==> src/hw/rtl/bgts_ram.sv <==
// Generic single-port-write, single-port-read RAM with registered read data.
module bgts_ram #(
	parameter int unsigned WIDTH = 8,
	parameter int unsigned DEPTH = 16
) (
	input  logic                     clk,
	input  logic                     we,
	input  logic [$clog2(DEPTH)-1:0] waddr,
	input  logic [WIDTH-1:0]         wdata,
	input  logic [$clog2(DEPTH)-1:0] raddr,
	output logic [WIDTH-1:0]         rdata
);

	logic [WIDTH-1:0] mem [DEPTH];

	always_ff @(posedge clk) begin
		if (we) begin
			mem[waddr] <= wdata;
		end
		rdata <= mem[raddr];
	end

endmodule

==> config.mk <==
export PLATFORM = sky130hd
export DESIGN_NAME = bgts_ram
export DESIGN_NICKNAME = d
export VERILOG_FILES = /design/src/hw/rtl/bgts_ram.sv
export SDC_FILE = /design/constraint.sdc
export NUM_CORES = 1
export LEC_CHECK = 0
export BUFFER_PORTS_ARGS = -buffer_cell sky130_fd_sc_hd__buf_2
export CAP_MARGIN = 20
export CELL_PAD_IN_SITES_DETAIL_PLACEMENT = 0
export CELL_PAD_IN_SITES_GLOBAL_PLACEMENT = 1
export CORE_MARGIN = 2
export CORE_UTILIZATION = 57
export CTS_CLUSTER_SIZE = 40
export DETAILED_ROUTE_END_ITERATION = 7
export PLACE_DENSITY_LB_ADDON = 0.1
export SETUP_SLACK_MARGIN = 0.2
export SYNTH_ARGS = -nofsm -noshare
export SYNTH_HDL_FRONTEND = slang
export SYNTH_SLANG_ARGS = --single-unit
export TNS_END_PERCENT = 1
==> constraint.sdc <==
create_clock -name clk -period 3.7 [get_ports clk]
set_clock_uncertainty 0.05 [all_clocks]
set_input_delay 0 -clock clk [delete_from_list [all_inputs] [get_ports clk]]
set_output_delay 0 -clock clk [all_outputs]
set_load 0.02 [all_outputs]
==> results.json <==
{
  "fmax_mhz": 605.5,
  "antenna_found_initial": 0,
  "syn_nets": 247,
  "period_share_pct": 44.64,
  "rsz0062_at_grt": "no",
  "vdd_ir_drop_max_uv": 320.0,
  "synth_top_family_by_area": "multiplexers",
  "cp_cell_sequence": "dlygate4sd3_1, buf_2, nand2b_1, nor2_1",
  "cts_buffers": 17,
  "crit_arrival_ps": 1720,
  "worst_pin_slew_ps": 1061,
  "setup_tns_ps": 0,
  "ant_nets": 0,
  "max_stage_delay_ps": 820,
  "htree_levels": 4,
  "postCtsSetupBuffers": 0,
  "clock_sinks": 136,
  "required_ps": 3770,
  "fill_cells": 527,
  "muxShareOfSynthArea_pct": 15.02,
  "dp_cells": 354,
  "fin_area_sq_um": 6056,
  "dr.pass1.iters": 4,
  "dp_hpwl_mm": 5.639,
  "place_area_sq_um": 5344,
  "clockBufferDepth": 2,
  "synth_compound_area_share_pct": 2.333,
  "drt_wl_total_mm": 9.427,
  "netlist_area_sq_um": 5147,
  "synth_xor_area_share_pct": 0,
  "crit_path_start_kind": "input pin",
  "clock_latency_ps": 510,
  "slew_headroom_pct": 29.01,
  "crit_fanout": 8,
  "die_area_sq_um": 9807,
  "dieHeight_microns": 99.03,
  "core_sq_um": 8721,
  "grt_max_degree": 33,
  "start_util_pct": 59.02,
  "vias_per_cell": 6.040,
  "wl_per_cell_microns": 23.75,
  "yosysSeqAreaShare_pct": 77.78,
  "finalSetupViolCount": 0,
  "grt_pass1_wl_mm": 14.48,
  "rows": 34,
  "place.gp.congestion": 0.7194,
  "hold_path_depth": 4,
  "cts.reportedPaths.clkPinSlew_ps": 60,
  "design_power_total_mw": 3.574,
  "cp-end-kind": "flop",
  "io_pins": 26,
  "power.density_nw_per_um2": 590.1,
  "first_global_vias": 2401,
  "fp.dieW_microns": 99.03,
  "hp-class": "in -> reg",
  "overflow": 0,
  "r2r_cells": 3,
  "hold_violations": 0,
  "port-buffer-count": 25,
  "p_leak_nw": 2.041,
  "area_growth_pct": 17.65,
  "final-instance-count-excl-fill": 397,
  "diodes": 0,
  "layout-drive-gt1-share_pct": 27.34,
  "postSynthCellCount": 229,
  "cts-root-buf": "clkbuf_8",
  "status": "complete, no violations",
  "nets": 294,
  "period_minus_slack_ps": 1652,
  "via_count": 2398,
  "globalRouteTotalUtil_pct": 21.09,
  "synthDistinctLibCells": 19,
  "drc": 0,
  "yosys_warnings": 0,
  "avgSynthCellArea_sq_um": 22.48,
  "slew_viol_final": 0,
  "synth-simple-area-share_pct": 3.184,
  "synth_seq_cells": 136,
  "synthAdderAreaFrac_pct": 0,
  "drtIter0Drc": 205,
  "cp_slowest_cell": "nor2_1",
  "cts_tree": "yes",
  "worstSetupPathType": "in -> reg",
  "maxCapViolations": 0
}
## layout make-up
| type | count | area, sq um | area share (%) |
|---|---|---|---|
| Multi-Input combinational cell | 83 | 1067 | 17.62 |
| Clock buffer | 19 | 431.7 | 7.128 |
| Tap cell | 108 | 135.1 | 2.231 |
| Sequential cell | 136 | 4004 | 66.12 |
| Clock inverter | 13 | 170.2 | 2.810 |
| Timing Repair Buffer | 38 | 247.7 | 4.091 |
## critical path, delay by kind of cell
| family | cells | cell delay (ps) |
|---|---|---|
| AND/OR/NAND/NOR | 2 | 1030 |
| buffers and inverters | 2 | 700 |
## logic make-up after synthesis
kind of cell / count (synthesis)
simple gates: 35
buf+inv: 10
flops: 136
mux: 32
compound gates: 16
## path summary, 6_finish.rpt
kind | from | end | slack [ps]
setup / recovery | waddr[0] | mem[10][6]$_DFFE_PP_ | 2050
setup reg to reg | mem[9][4]$_DFFE_PP_ | rdata[4]$_DFF_P_ | 2280
hold / removal | raddr[3] | rdata[0]$_DFF_P_ | 40
hold reg to reg | mem[8][5]$_DFFE_PP_ | rdata[5]$_DFF_P_ | 630
## metal layers
metal / GRT usage, % / routed length, microns / up-vias
met5: 0 / 0 / -
met2: 30.20 / 4484 / 96
met1: 32.63 / 4222 / 1221
met3: 6.099 / 657 / 7
met4: 5.690 / 63 / 0
li1: - / - / 1074
## synth_stat cells
library cell / count / area [sq um]
edfxtp_1: 128 / 3844
dfxtp_1: 8 / 160.2
and2b_1: 1 / 7.510
nor2_1: 13 / 48.80
nand3b_1: 2 / 15.01
a22oi_1: 16 / 120.1
clkdlybuf4s25_2: 3 / 30.03
buf_4: 1 / 7.510
or3b_2: 1 / 8.760
nand3_1: 1 / 5.000
mux4_1: 14 / 367.9
mux4_2: 18 / 405.4
nand2_1: 9 / 33.78
nor2b_1: 1 / 6.260
nand2b_1: 2 / 12.51
buf_2: 3 / 15.01
and2_1: 1 / 6.260
buf_6: 3 / 33.78
nor3_1: 4 / 20.02
## through the flow
step	util, %	setup slack, ps	hold WS [ps]
after floorplan	-	2157	48.87
after global routing	69.44	2007	68.63
after detailed placement	61.28	1617	344.9
after CTS	69.44	2014	27.53
final	69.44	2048	42.44
after global placement	61.22	1560	333.9
## cells in the final DEF, fill, tap and decap left out
cell           count
mux4_1            14
dlygate4sd3_1     11
clkinv_4           3
nor2b_1            1
nor2_1            13
nand3_1            1
nand2b_1           2
clkbuf_1           1
and2b_1            1
mux4_2            18
and2_1             1
clkinvlp_4         3
bufinv_16          3
nand3b_1           2
inv_6              3
buf_2             26
nor3_1             2
or3b_2             1
clkbuf_16         16
dfxtp_1            8
clkinv_2           1
clkbuf_8           2
nor3_2             2
a22oi_1           16
edfxtp_1         128
nand2_1            9
buf_4              1
## flip-flops by register name (all words and copies together), names as in the netlist
signal and count:
mem 128, rdata 8
## power breakdown
part / total [mW] / leakage, nW / switching, mW / internal [mW]
sequential: 1.73 / 1.22 / 0.00916 / 1.72
combinational: 0.168 / 0.532 / 0.0992 / 0.0688
clock: 1.67 / 0.285 / 0.622 / 1.05
## repair_timing
action / CTS / global route
resized for setup: 0 / 0
endpoints found under the hold margin: 148 / 0
hold buffers: 11 / 0
setup endpoints to repair: 0 / 0
Note: power is estimated with default switching activity, not from simulation.
